$ cat src/rtl/core/stepper_position_stepper_with_limits_assert.svh
// ----------------------------------------------------------------------------
// Assertion macros for the stepper position controller
// Clocked on clk, disabled while rst_n is low.
// ----------------------------------------------------------------------------
`ifndef STEPPER_POSITION_STEPPER_WITH_LIMITS_ASSERT_SVH
`define STEPPER_POSITION_STEPPER_WITH_LIMITS_ASSERT_SVH

// Same-cycle implication
`define SPSWL_ASSERT_NOW(label, ante, cons, msg) \
    label: assert property (@(posedge clk) disable iff (!rst_n) (ante) |-> (cons)) \
        else $error(msg);

// Next-cycle implication
`define SPSWL_ASSERT_NEXT(label, ante, cons, msg) \
    label: assert property (@(posedge clk) disable iff (!rst_n) (ante) |=> (cons)) \
        else $error(msg);

`endif

$ cat src/rtl/core/spswl_pkg.sv
// ----------------------------------------------------------------------------
// spswl_pkg
// Shared types and constants of the stepper position controller.
// ----------------------------------------------------------------------------
package spswl_pkg;

    localparam int POS_WIDTH_DEFAULT = 32;
    localparam int FIELD_WIDTH       = 32;
    localparam int CMD_WIDTH         = 4;
    localparam int CFG_INDEX_WIDTH   = 8;

    localparam logic PIN_LOW  = 1'b0;
    localparam logic PIN_HIGH = 1'b1;

    typedef enum logic [CMD_WIDTH-1:0] {
        CMD_TICK     = 4'd0,
        CMD_MOVE_TO  = 4'd1,
        CMD_GO_MIN   = 4'd2,
        CMD_GO_MAX   = 4'd3,
        CMD_GO_ZERO  = 4'd4,
        CMD_SET_ZERO = 4'd5,
        CMD_STOP     = 4'd6,
        CMD_ENABLE   = 4'd7,
        CMD_DISABLE  = 4'd8
    } cmd_t;

    typedef enum logic [1:0] {
        ST_REACHED = 2'd0,
        ST_MOVING  = 2'd1,
        ST_AT_MIN  = 2'd2,
        ST_AT_MAX  = 2'd3
    } status_t;

    typedef enum logic [CFG_INDEX_WIDTH-1:0] {
        CFG_MIN_LIMIT   = 8'd0,
        CFG_MAX_LIMIT   = 8'd1,
        CFG_INVERT_DIR  = 8'd2,
        CFG_ENABLE_GATE = 8'd3
    } cfg_index_t;

    typedef struct packed {
        logic    step_phase;
        logic    step_pin;
        logic    heading_back;
        logic    enabled;
        status_t status;
    } ctrl_t;

endpackage

$ cat src/rtl/core/stepper_position_stepper_with_limits.sv
// ----------------------------------------------------------------------------
// stepper_position_stepper_with_limits
// Stepper position controller with soft limits, one result per request.
// ----------------------------------------------------------------------------
//  channel  | handshake            | payload
//  ---------+----------------------+---------------------------------------------
//  in       | in_valid / in_stall  | command, new_target
//  out      | out_valid / out_stall| position, target_position, step_level,
//           |                      | dir_level, status, moved
//  cfg      | cfg_valid / cfg_ready| cfg_index, cfg_data
//
//  One request per cycle unless stalled; a request passes the input register, then the result register.
//  The next-state logic (one add and parallel compares) sits between them.
//  Reset clears position, target, step pin, status, enable flag and all limits.
//  A stalled result holds, and the state with it; one more request waits in
//  the input register before in_stall rises. cfg_ready is always high.
// ----------------------------------------------------------------------------
module stepper_position_stepper_with_limits
    import spswl_pkg::*;
#(
    parameter int POS_WIDTH = POS_WIDTH_DEFAULT
)
(
    input  logic                        clk,
    input  logic                        rst_n,
    input  logic                        in_valid,
    output logic                        in_stall,
    input  logic [CMD_WIDTH-1:0]        command,
    input  logic signed [FIELD_WIDTH-1:0] new_target,
    output logic                        out_valid,
    input  logic                        out_stall,
    output logic signed [FIELD_WIDTH-1:0] position,
    output logic signed [FIELD_WIDTH-1:0] target_position,
    output logic                        step_level,
    output logic                        dir_level,
    output logic [1:0]                  status,
    output logic                        moved,
    input  logic                        cfg_valid,
    output logic                        cfg_ready,
    input  logic [CFG_INDEX_WIDTH-1:0]  cfg_index,
    input  logic [FIELD_WIDTH-1:0]      cfg_data
);

    logic                        in_valid_reg;
    logic [CMD_WIDTH-1:0]        cmd_reg;
    logic [FIELD_WIDTH-1:0]      tgt_reg;
    logic                        out_valid_reg;
    logic                        moved_reg;
    logic                        dir_reg;
    logic signed [POS_WIDTH-1:0] pos_reg;
    logic signed [POS_WIDTH-1:0] goal_reg;
    ctrl_t                       ctrl_reg;
    logic signed [POS_WIDTH-1:0] min_reg;
    logic signed [POS_WIDTH-1:0] max_reg;
    logic                        invert_reg;
    logic                        gate_reg;

    logic signed [POS_WIDTH-1:0] pos_next;
    logic signed [POS_WIDTH-1:0] goal_next;
    ctrl_t                       ctrl_next;
    logic                        moved_next;
    logic                        advance;
    logic                        in_fire;
    logic                        cfg_fire;
    cfg_index_t                  cfg_sel;

    assign advance   = in_valid_reg && (!out_valid_reg || !out_stall);
    assign in_stall  = in_valid_reg && !advance;
    assign in_fire   = in_valid && !in_stall;
    assign cfg_ready = 1'b1;
    assign cfg_fire  = cfg_valid && cfg_ready;
    assign cfg_sel   = cfg_index_t'(cfg_index);

    spswl_step_unit #(
        .POS_WIDTH (POS_WIDTH)
    ) u_step (
        .command         (cmd_reg),
        .new_target      (tgt_reg),
        .pos             (pos_reg),
        .goal            (goal_reg),
        .ctrl            (ctrl_reg),
        .min_limit       (min_reg),
        .max_limit       (max_reg),
        .use_enable_gate (gate_reg),
        .pos_next        (pos_next),
        .goal_next       (goal_next),
        .ctrl_next       (ctrl_next),
        .step_made       (moved_next)
    );

    // input register
    always_ff @(posedge clk or negedge rst_n)
    begin
        if (!rst_n)
        begin
            in_valid_reg <= 1'b0;
        end
        else if (in_fire)
        begin
            in_valid_reg <= 1'b1;
        end
        else if (advance)
        begin
            in_valid_reg <= 1'b0;
        end
    end

    always_ff @(posedge clk)
    begin
        if (in_fire)
        begin
            cmd_reg <= command;
            tgt_reg <= new_target;
        end
    end

    // state and result registers
    always_ff @(posedge clk or negedge rst_n)
    begin
        if (!rst_n)
        begin
            out_valid_reg <= 1'b0;
            pos_reg       <= '0;
            goal_reg      <= '0;
            ctrl_reg      <= '{step_phase: 1'b0, step_pin: PIN_LOW, heading_back: 1'b0,
                               enabled: 1'b0, status: ST_REACHED};
        end
        else
        begin
            if (advance)
            begin
                out_valid_reg <= 1'b1;
                pos_reg       <= pos_next;
                goal_reg      <= goal_next;
                ctrl_reg      <= ctrl_next;
            end
            else if (!out_stall)
            begin
                out_valid_reg <= 1'b0;
            end
        end
    end

    always_ff @(posedge clk)
    begin
        if (advance)
        begin
            moved_reg <= moved_next;
            dir_reg   <= ctrl_next.heading_back ^ invert_reg;
        end
    end

    // configuration registers
    always_ff @(posedge clk or negedge rst_n)
    begin
        if (!rst_n)
        begin
            min_reg    <= '0;
            max_reg    <= '0;
            invert_reg <= 1'b0;
            gate_reg   <= 1'b0;
        end
        else if (cfg_fire)
        begin
            unique case (cfg_sel)
                CFG_MIN_LIMIT:   min_reg    <= POS_WIDTH'($signed(cfg_data));
                CFG_MAX_LIMIT:   max_reg    <= POS_WIDTH'($signed(cfg_data));
                CFG_INVERT_DIR:  invert_reg <= cfg_data[0];
                CFG_ENABLE_GATE: gate_reg   <= cfg_data[0];
                default:         ;
            endcase
        end
    end

    assign out_valid       = out_valid_reg;
    assign position        = FIELD_WIDTH'(pos_reg);
    assign target_position = FIELD_WIDTH'(goal_reg);
    assign step_level      = ctrl_reg.step_pin;
    assign dir_level       = dir_reg;
    assign status          = ctrl_reg.status;
    assign moved           = moved_reg;

`include "stepper_position_stepper_with_limits_assert.svh"

    `SPSWL_ASSERT_NOW(a_moved_status, out_valid_reg && moved_reg,
        ctrl_reg.status == ST_MOVING, "step made without moving status")
    `SPSWL_ASSERT_NEXT(a_step_one, advance && moved_next,
        (pos_reg == $past(pos_reg) + POS_WIDTH'(1)) ||
        (pos_reg == $past(pos_reg) - POS_WIDTH'(1)), "step changed position by more than one")
    `SPSWL_ASSERT_NEXT(a_hold_state, out_valid_reg && out_stall,
        $stable(pos_reg) && $stable(goal_reg) && $stable(ctrl_reg),
        "state changed while result stalled")
    `SPSWL_ASSERT_NOW(a_stall_busy, in_stall, in_valid_reg && out_valid_reg,
        "input stalled with room in the pipeline")

endmodule

$ cat src/rtl/core/spswl_step_unit.sv
// ----------------------------------------------------------------------------
// spswl_step_unit
// Next-state logic for one request: target update, limit checks, one step.
// ----------------------------------------------------------------------------
module spswl_step_unit
    import spswl_pkg::*;
#(
    parameter int POS_WIDTH = POS_WIDTH_DEFAULT
)
(
    input  logic [CMD_WIDTH-1:0]          command,
    input  logic [FIELD_WIDTH-1:0]        new_target,
    input  logic signed [POS_WIDTH-1:0]   pos,
    input  logic signed [POS_WIDTH-1:0]   goal,
    input  ctrl_t                         ctrl,
    input  logic signed [POS_WIDTH-1:0]   min_limit,
    input  logic signed [POS_WIDTH-1:0]   max_limit,
    input  logic                          use_enable_gate,
    output logic signed [POS_WIDTH-1:0]   pos_next,
    output logic signed [POS_WIDTH-1:0]   goal_next,
    output ctrl_t                         ctrl_next,
    output logic                          step_made
);

    localparam logic signed [POS_WIDTH-1:0] POS_ONE = POS_WIDTH'(1);

    cmd_t                        cmd;
    logic signed [POS_WIDTH-1:0] target_wide;
    logic signed [POS_WIDTH-1:0] pos_base;
    ctrl_t                       ctrl_mid;
    logic                        goal_below;
    logic                        min_lt_pos;
    logic                        pos_lt_max;
    logic                        min_lt_goal;
    logic                        goal_lt_max;
    logic                        step_en;
    logic                        step_up;

    assign cmd         = cmd_t'(command);
    assign target_wide = POS_WIDTH'($signed(new_target));
    assign goal_below  = goal < pos;
    assign min_lt_pos  = min_limit < pos;
    assign pos_lt_max  = pos < max_limit;
    assign min_lt_goal = min_limit < goal;
    assign goal_lt_max = goal < max_limit;

    always_comb
    begin
        goal_next = goal;
        pos_base  = pos;
        ctrl_mid  = ctrl;
        step_en   = 1'b0;
        step_up   = 1'b0;
        unique case (cmd)
            CMD_TICK:
            begin
                if (!(use_enable_gate && !ctrl.enabled))
                begin
                    if (goal == pos)
                    begin
                        ctrl_mid.status = ST_REACHED;
                    end
                    else
                    begin
                        ctrl_mid.heading_back = goal_below;
                        if (min_lt_pos && pos_lt_max)
                        begin
                            step_en = 1'b1;
                            step_up = !goal_below;
                        end
                        else if (pos == min_limit)
                        begin
                            if (min_lt_goal)
                            begin
                                step_en = 1'b1;
                                step_up = 1'b1;
                            end
                            else
                            begin
                                ctrl_mid.status = ST_AT_MIN;
                            end
                        end
                        else if (pos == max_limit)
                        begin
                            if (goal_lt_max)
                            begin
                                step_en = 1'b1;
                                step_up = 1'b0;
                            end
                            else
                            begin
                                ctrl_mid.status = ST_AT_MAX;
                            end
                        end
                    end
                end
            end
            CMD_MOVE_TO:  goal_next = target_wide;
            CMD_GO_MIN:   goal_next = min_limit;
            CMD_GO_MAX:   goal_next = max_limit;
            CMD_GO_ZERO:  goal_next = '0;
            CMD_SET_ZERO:
            begin
                pos_base  = '0;
                goal_next = '0;
            end
            CMD_STOP:     goal_next = pos;
            CMD_ENABLE:   ctrl_mid.enabled = use_enable_gate;
            CMD_DISABLE:  ctrl_mid.enabled = !use_enable_gate;
            default:      ;
        endcase
    end

    // advance the count and toggle the step pin
    always_comb
    begin
        pos_next  = pos_base;
        ctrl_next = ctrl_mid;
        if (step_en)
        begin
            ctrl_next.step_pin   = ctrl.step_phase ? PIN_HIGH : PIN_LOW;
            ctrl_next.step_phase = !ctrl.step_phase;
            ctrl_next.status     = ST_MOVING;
            pos_next             = step_up ? (pos + POS_ONE) : (pos - POS_ONE);
        end
    end

    assign step_made = step_en;

endmodule

$ cat config.mk
export PLATFORM = sky130hd
export DESIGN_NAME = stepper_position_stepper_with_limits
export DESIGN_NICKNAME = d
export VERILOG_FILES = /design/src/rtl/core/spswl_pkg.sv /design/src/rtl/core/stepper_position_stepper_with_limits.sv /design/src/rtl/core/spswl_step_unit.sv
export VERILOG_INCLUDE_DIRS = /design/src /design/src/rtl/core
export SDC_FILE = /design/constraint.sdc
export NUM_CORES = 1
export LEC_CHECK = 0
export ABC_AREA = 1
export BUFFER_PORTS_ARGS = -buffer_cell sky130_fd_sc_hd__buf_2
export CAP_MARGIN = 20
export CORE_ASPECT_RATIO = 1.25
export CORE_MARGIN = 2
export CORE_UTILIZATION = 30
export DETAILED_ROUTE_END_ITERATION = 8
export SYNTH_ARGS = -nofsm -noshare
export SYNTH_HDL_FRONTEND = slang
export SYNTH_SLANG_ARGS = --single-unit
$ cat constraint.sdc
create_clock -name clk -period 8.3 [get_ports clk]
set_input_delay 0.415 -clock clk [delete_from_list [all_inputs] [get_ports clk]]
set_output_delay 0.415 -clock clk [all_outputs]
set_load 0.005 [all_outputs]
Word level (Yosys, flattened, before mapping) --
Cells that the tools add are included.
Storage, ports and cells: register bits after elaboration 176, input port bits 81, output and inout bits 72
Operators by class: add/sub/neg operators 2, magnitude comparators 5, eq/ne operators 19, mux-type cells 35, bitwise gates (word level) 1, reductions and logical operators 32
Operators by type and width (count):
- less-than comparator 32 bit | 5
- one-hot mux 32 bit (5 select lines) | 1
- == test 32 bit | 3
- two-way mux 32 bit | 3
- adder 32 x 2 -> 32 bit (second input constant) | 1
- subtractor 32 x 2 -> 32 bit (second input constant) | 1
- two-way mux 1 bit | 21
- two-way mux 2 bit | 9
- == test 4 x 3 -> 1 bit (second input constant) | 4
- == test 8 x 2 -> 1 bit (second input constant) | 2
- AND reduction 2 bit | 8
- == test 4 x 2 -> 1 bit (second input constant) | 2
- == test 8 x 1 -> 1 bit (second input constant) | 1
- zero test 1 bit | 8
- zero test 8 bit | 1
- != test 4 bit (second input constant) | 2
- nonzero test 2 bit | 4
- AND reduction 7 bit | 1
- logical AND 1 bit | 5
- nonzero test 5 bit | 1
- == test 4 x 1 -> 1 bit (second input constant) | 1
- == test 4 bit (second input constant) | 1
- zero test 4 bit | 1
- nonzero test 4 bit | 1
- 7 further kinds | 7

Logic depth before layout (Yosys ltp) --
Gate-level depths: netlist (run 1).
word-level depth 10, depth in mapped cells 31

Modules after synthesis --
Synthesis (run 1) repeated with hierarchy kept, for this count alone.
Second synthesis, totals: cells, all modules 1837, area, all modules 13950.9 µm²
Modules (own cells, without submodules):
- spswl_step_unit | times used 1, cells each 1176, area an instance 7161.9 µm²
- stepper_position_stepper_with_limits | times used 1, cells each 661, area an instance 6789.0 µm²

Least setup slack after synthesis (run 1) --
OpenSTA, ideal clock, no wires.
kind register to register, start point register pos_reg[31], in the netlist position[31], end point register pos_reg[20], in the netlist position[20], setup time 121 ps, data arrival time 4275 ps, data required time 8179 ps, slack 3904 ps, stages on the path, launching flop included 24, clock period less this slack 4396 ps, cells stage by stage dfrtp_1 -> inv_1 -> ha_1 -> nand2_1 -> nor2_2 -> nand2_1 -> nor4_4 -> nand2_1 -> nand3_1 -> nand2_1 -> nand2_1 -> nand2_1 -> nand2_1 -> nand2_1 -> fa_1 -> nand3_1 -> nand2_1 -> a21oi_1 -> o21ai_2 -> a21boi_0 -> o21ai_1 -> a21oi_1 -> xor2_1 -> o21ai_1
On the way: longest elaborated chain between the ends 9, elaborated cells between the ends (all ways) 23, classes of those cells order compare: 3; eq/ne: 3; mux: 13; reduce/logical: 4
Ends and longest elaborated chain:
- from (decl) | RTL line stepper_position_stepper_with_limits.sv:50 | logic signed [POS_WIDTH-1:0] pos_reg;
- from (signal assigned) | RTL line stepper_position_stepper_with_limits.sv:133 | pos_reg <= pos_next;
- parallel branches: the longest is 9 deep, another holds less-than comparator 32 bit
Parallel ways; which one is timed is not known. A chain may end at the register's enable or synchronous reset.

Worst setup path after layout (run 1) --
Same ends and word-level chain as after synthesis.

==> results of run 1 <==
## stage by stage
step | hold slack (ns) | total power, mW
final | 0.120 | 5.08
after global routing | 0.0957 | 5.56
after CTS | 0.100 | 5.10
after detailed placement | 0.464 | 4.26
after global placement | 0.459 | 4.22
after floorplan | 0.119 | 3.34
## power by group through the flow
stage / combinational [mW] / clock, mW / sequential (mW)
after floorplan: 2.14 / 0 / 1.20
after global placement: 2.94 / 0 / 1.28
after detailed placement: 2.97 / 0 / 1.28
after CTS: 2.99 / 0.842 / 1.27
after global routing: 3.40 / 0.872 / 1.29
final: 2.99 / 0.820 / 1.26
## critical path, cell delays in order (launching register included)
cell and delay (ns):
dfrtp_1 0.59, inv_1 0.23, ha_1 0.41, nand2_1 0.09, nor2_1 0.13, nand2_1 0.13, nor4_2 0.30, nand4_1 0.34
nand2_1 0.16, inv_2 0.08, nand3_1 0.12, nand2_1 0.10, nand2_1 0.07, buf_4 0.39, ha_1 0.34, a21oi_1 0.16
nand2_1 0.10, a21oi_1 0.35, o21ai_2 0.13, a21boi_0 0.38, o21ai_1 0.23, a21oi_1 0.21, xor2_1 0.16, o21ai_1 0.07
## synth_stat cells (all sizes together)
library cell / n / share of area [%]
ha: 195 / 19
a2111oi: 2 / 0.14
xnor2: 14 / 0.97
conb: 1 / 0.030
o21ai: 137 / 5.6
o21a: 6 / 0.36
nand3: 67 / 2.7
and3: 2 / 0.099
nand3b: 2 / 0.12
inv: 218 / 6.5
edfxtp: 38 / 9.0
o211ai: 4 / 0.24
clkbuf: 32 / 0.95
o221ai: 19 / 1.3
clkinv: 1 / 0.030
buf: 10 / 0.74
o22ai: 12 / 0.59
and3b: 2 / 0.14
a21boi: 2 / 0.12
a21oi: 161 / 6.4
o211a: 1 / 0.079
dfrtp: 138 / 27
o21bai: 4 / 0.24
a31oi: 6 / 0.30
a211oi: 19 / 1.1
a21o: 6 / 0.36
nor2: 71 / 2.2
o31ai: 1 / 0.059
nor3: 10 / 0.39
or2: 1 / 0.049
xor2: 14 / 0.97
nand2: 316 / 9.5
fa: 1 / 0.16
a22oi: 11 / 0.65
o2111ai: 1 / 0.069
nand4: 19 / 0.94
nor4: 6 / 0.51
## kinds of logic after synthesis
group                    after synthesis  share of synthesized area [%]
AND/OR/NAND/NOR                      496                           16.6
AO/OA/AOI/OAI                        392                           17.6
buffers and inverters                261                           8.19
adder cells (fa/ha/maj)              196                           19.4
flip-flops                           176                           36.2
XOR/XNOR                              28                           1.93
other                                  1                         0.0296
## layout make-up
type	count	area, um2
clock buffer	18	439
sequential	176	4590
inverter	219	825
multi-input combinational	1113	7050
fill	4404	27300
timing repair buffer	162	847
clock inverter	14	144
tap	559	699
## worst max-delay path by stage
stage	start	to	slack (ns)	cells past startpoint
after floorplan	position[31]	position[20]	3.90	23
after global placement	position[31]	position[20]	2.96	23
after detailed placement	position[31]	position[20]	2.89	23
after CTS	position[31]	position[20]	2.87	23
after global routing	position[31]	position[20]	2.35	23
final	position[31]	position[20]	2.85	23
## layer usage
metal,wire (um),vias up,part of all wire (%)
met5,7,-,0.018
met4,1040,2,2.6
met3,1520,51,3.9
met2,19300,235,49
met1,17400,5265,44
li1,-,5583,-
## timing repair
action / 4_1_cts / 5_1_grt
hold endpoints to repair: 30 / 0
hold buffers: 1 / 0
endpoints found under the setup margin: 0 / 0
==> impl_metrics.env, run 1 <==
export IMPL_critPathMaxFanout=40
export IMPL_drive_gt1_share_pct=12.7
export IMPL_final_common_cell="nand2_1"
export IMPL_grt_pass1_vias=11400
export IMPL_finalSetupViolations=0
export IMPL_leakage_nw=7.29
export IMPL_dieWidth_um=188
export IMPL_reg2reg_to="position[20]"
export IMPL_reg2reg_setup_slack_ns=2.85
export IMPL_use_met1_pct=22.6
export IMPL_cts_sinks=176
export IMPL_antenna_found_initial=1
export IMPL_power_density_mw_per_mm2=348
export IMPL_grtUsageTotal_pct=18.2
export IMPL_r2r_start="position[31]"
export IMPL_gp_congestion=0.926
export IMPL_synthToLayoutAreaGrowth_pct=15.2
export IMPL_crit_required_ns=8.63
export IMPL_cts_htree_levels=4
export IMPL_power_switching_mw=2.46
export IMPL_post_cts_setup_buffer_count=0
export IMPL_p_sw_share_pct=48.4
export IMPL_vias_per_cell=4.93
export IMPL_finalCritPeriodShare_pct=65.6
export IMPL_routed_via_count=11100
export IMPL_max_slew_margin_pct=33.1
export IMPL_first_iter_violations=660
export IMPL_cts_root_buffer="clkbuf_16"
export IMPL_synth_cell_area_mm2=0.0127
export IMPL_grtUsageMet2_pct=31.9
export IMPL_antenna_cells=0
export IMPL_worst_setup_path_end_kind="flop"
export IMPL_rsz0062_at_grt="no"
export IMPL_drc=0
export IMPL_grtUsageMet3_pct=2.81
export IMPL_p_int_mw=2.62
export IMPL_wire_per_inst_um=17.4
export IMPL_cts_repair_resized=0
export IMPL_drv_cap=0
export IMPL_fin_worst_skew_ns=0.0127
export IMPL_clk_latency_ns=0.46
export IMPL_grt_ovfl_total=0
export IMPL_holdPathEnd="tgt_reg[19]"
export IMPL_ant_nets=0
export IMPL_initial_core_util_pct=30.2
export IMPL_post_dp_hpwl_mm=30.5
export IMPL_final_area_mm2=0.0146
export IMPL_irDropWorstVdd_mv=0.223
export IMPL_ys_types=48
export IMPL_finalWirelength_mm=39.2
export IMPL_status="finished, final reports clean"
export IMPL_min_period_ns=5.45
export IMPL_combinationalPowerShare_pct=59.0
export IMPL_die_h_um=234
export IMPL_finish_utilization_pct=34.8
export IMPL_top_usage_layer="met2"
export IMPL_cts_root_to_sink_buffers=2
export IMPL_hold_viol_final=0
export IMPL_num_rows=84
export IMPL_first_pass_iters=5
export IMPL_synth_seq_area_share_pct=36.2
export IMPL_crit_arrival_ns=5.77
export IMPL_clockPowerShare_pct=16.2
export IMPL_place_area_mm2=0.0140
export IMPL_yosysWarnings=0
export IMPL_io_pins=153
export IMPL_setup_slack_ns=2.85
export IMPL_seqPwrFrac_pct=24.9
export IMPL_fmax_ghz=0.184
export IMPL_syn_num_nets=1827
export IMPL_avgSynthCellArea_um2=8.18
export IMPL_crit_path_start_kind="flop"
export IMPL_place_worst_setup_slack_ns=2.89
export IMPL_ys_ff_latch=176
export IMPL_path_clk_slew_ns=0.08
export IMPL_final_cell_mix="311 x nand2_1, 214 x inv_1, 195 x ha_1, 161 x a21oi_1, 150 x buf_2"
export IMPL_hp_class="input pin to flop"
export IMPL_cts_tree="done"
export IMPL_worst_pin_slew_ns=1.00
export IMPL_worstSetupPathType="flop to flop"
export IMPL_fin_setup_tns_ns=0
export IMPL_final_nets=1966
export IMPL_final_max_slew_viol_count=0
export IMPL_fin_cells=2261
export IMPL_core_mm2=0.0419
export IMPL_min_delay_start="new_target[19]"
export IMPL_numCtsBuffers=17
export IMPL_whs_path_depth=1
export IMPL_synthCells=1550
export IMPL_grt_pass1_wl_mm=62.3
export IMPL_grt_max_degree=71
export IMPL_r2r_cells=23
export IMPL_port_buffers=151
export IMPL_die_area_mm2=0.0439
export IMPL_dp_cells=2228
(Power assumes the default switching activity.)
==> run 2: changes to the inputs <==
==> constraint.sdc (replaced) <==
create_clock -name clk -period 5.35 [get_ports clk]
set_input_delay 0.2675 -clock clk [delete_from_list [all_inputs] [get_ports clk]]
set_output_delay 0.2675 -clock clk [all_outputs]
set_load 0.005 [all_outputs]
==> impl_metrics.env, run 2 (synthesis results as in run 1) <==
export IMPL_min_period_ns=4.88
export IMPL_drive_gt1_share_pct=13.5
export IMPL_synthToLayoutAreaGrowth_pct=19.5
export IMPL_cts_tree="done"
export IMPL_path_clk_slew_ns=0.07
export IMPL_port_buffers=151
export IMPL_cts_htree_levels=4
export IMPL_core_mm2=0.0419
export IMPL_grt_ovfl_total=0
export IMPL_grtUsageTotal_pct=18.6
export IMPL_power_density_mw_per_mm2=542
export IMPL_routed_via_count=11400
export IMPL_worstSetupPathType="flop to flop"
export IMPL_rsz0062_at_grt="no"
export IMPL_initial_core_util_pct=30.2
export IMPL_first_iter_violations=572
export IMPL_fin_worst_skew_ns=0.00953
export IMPL_leakage_nw=7.56
export IMPL_seqPwrFrac_pct=23.3
export IMPL_holdWs_ns=0.0428
export IMPL_hp_class="input pin to flop"
export IMPL_p_sw_share_pct=47.3
export IMPL_clk_latency_ns=0.46
export IMPL_final_nets=2022
export IMPL_die_area_mm2=0.0439
export IMPL_cts_root_to_sink_buffers=2
export IMPL_grt_max_degree=84
export IMPL_wire_per_inst_um=17.3
export IMPL_antenna_found_initial=1
export IMPL_combinationalPowerShare_pct=60.4
export IMPL_vias_per_cell=4.91
export IMPL_crit_path_start_kind="flop"
export IMPL_first_pass_iters=5
export IMPL_finalWirelength_mm=40.1
export IMPL_final_max_slew_viol_count=0
export IMPL_p_total_mw=8.21
export IMPL_final_area_mm2=0.0152
export IMPL_post_dp_hpwl_mm=31.3
export IMPL_dieWidth_um=188
export IMPL_grt_pass1_vias=11300
export IMPL_final_cell_mix="309 x nand2_1, 215 x inv_1, 195 x ha_1, 161 x a21oi_1, 150 x buf_2"
export IMPL_hold_viol_final=0
export IMPL_worst_setup_path_end_kind="flop"
export IMPL_drv_cap=0
export IMPL_numCtsBuffers=17
export IMPL_max_slew_margin_pct=41.3
export IMPL_fmax_ghz=0.205
export IMPL_drc=0
export IMPL_p_int_mw=4.32
export IMPL_grt_pass1_wl_mm=63.3
export IMPL_cts_root_buffer="clkbuf_16"
export IMPL_final_common_cell="nand2_1"
export IMPL_finalCritPeriodShare_pct=91.1
export IMPL_die_h_um=234
export IMPL_finalSetupViolations=0
export IMPL_crit_required_ns=5.69
export IMPL_io_pins=153
export IMPL_crit_arrival_ns=5.22
export IMPL_fin_setup_tns_ns=0
export IMPL_irDropWorstVdd_mv=0.310
export IMPL_power_switching_mw=3.88
export IMPL_num_rows=84
export IMPL_ant_nets=0
export IMPL_clockPowerShare_pct=16.2
export IMPL_place_area_mm2=0.0141
export IMPL_worst_pin_slew_ns=0.881
export IMPL_gp_congestion=0.877
export IMPL_critPathMaxFanout=18
export IMPL_antenna_cells=0
export IMPL_final_fill_count=4386
export IMPL_finish_utilization_pct=36.1
export IMPL_cts_sinks=176
export IMPL_status="finished, final reports clean"
run 2: changes by cell type in the layout (fill, tap and decap cells not counted), moves of 2 or more:
cell	previous run	this run
bufinv_16	1	3
nand2_2	3	5
dlygate4sd3_1	1	37
clkinvlp_4	3	1
buf_4	10	29
nand2_1	311	309
run 2: routing by layer:
metal | GRT usage [%] | share of wire (%) | up-vias
met2 | 32.5 | 49 | 239
met5 | 0 | 0.017 | -
met1 | 23.0 | 44 | 5392
met4 | 7.19 | 3.1 | 2
li1 | - | - | 5699
met3 | 2.93 | 3.5 | 56
run 2: worst max-delay path, cell delays in order, from the launching register on:
cell	delay, ns
dfrtp_2	0.49
inv_1	0.18
ha_1	0.43
nand2_1	0.11
nor2_1	0.15
nand2_1	0.14
nor4_2	0.31
nand4_1	0.24
nand2_1	0.12
inv_2	0.06
nand3_1	0.10
nand2_1	0.11
nand2_2	0.27
buf_4	0.30
ha_1	0.32
a21oi_1	0.26
o21ai_0	0.16
a21oi_1	0.21
nand3_1	0.16
a21o_1	0.21
a21oi_1	0.20
nand2_1	0.08
nand2_1	0.07
o21ai_1	0.05
run 2: what timing repair did:
| item | CTS | global route |
|---|---|---|
| endpoints found under the hold margin | 118 | 0 |
| gates resized for setup | 1 | 1 |
| pin swaps | 0 | 1 |
| hold buffers | 37 | 0 |
| setup buffers | 0 | 1 |
| setup endpoints to repair | 2 | 7 |
run 2: power by group through the flow:
stage	Combinational, mW	Sequential (mW)	Clock [mW]
global placement	4.88	1.94	0
floorplan	3.32	1.87	0
detailed placement	4.92	1.94	0
CTS	4.97	1.92	1.37
global route	5.62	1.95	1.42
finish	4.96	1.91	1.33
run 2: final timing paths:
path	slack [ns]	cells after the start	startpoint	to
setup / recovery	0.47	23	position[31]	position[29]
hold / removal	0.04	3	in_valid	in_valid_reg
setup reg to reg	0.47	23	position[31]	position[29]
hold reg to reg	0.48	2	in_valid_reg	out_valid
max in group asynchronous	3.64	3	rst_n	max_reg[27]
min in group asynchronous	0.43	2	rst_n	target_position[5]
run 2: layout make-up:
class                   count  area, um2  area share (%)
repair buffers            218       1370            9.04
well taps                 559        699            4.62
inverters                 219        825            5.44
multi-input cells        1113       7060            46.6
flip-flops and latches    176       4600            30.3
clock inverters            14        178            1.17
clock buffers              18        429            2.83
run 2: stage by stage:
stage | setup WS (ns) | instances
final | 0.475 | 2317
after detailed placement | -0.0322 | 2246
after floorplan | 0.954 | 1550
after global placement | 0.127 | 2246
after CTS | 0.147 | 2315
after global routing | 0.0355 | 2317
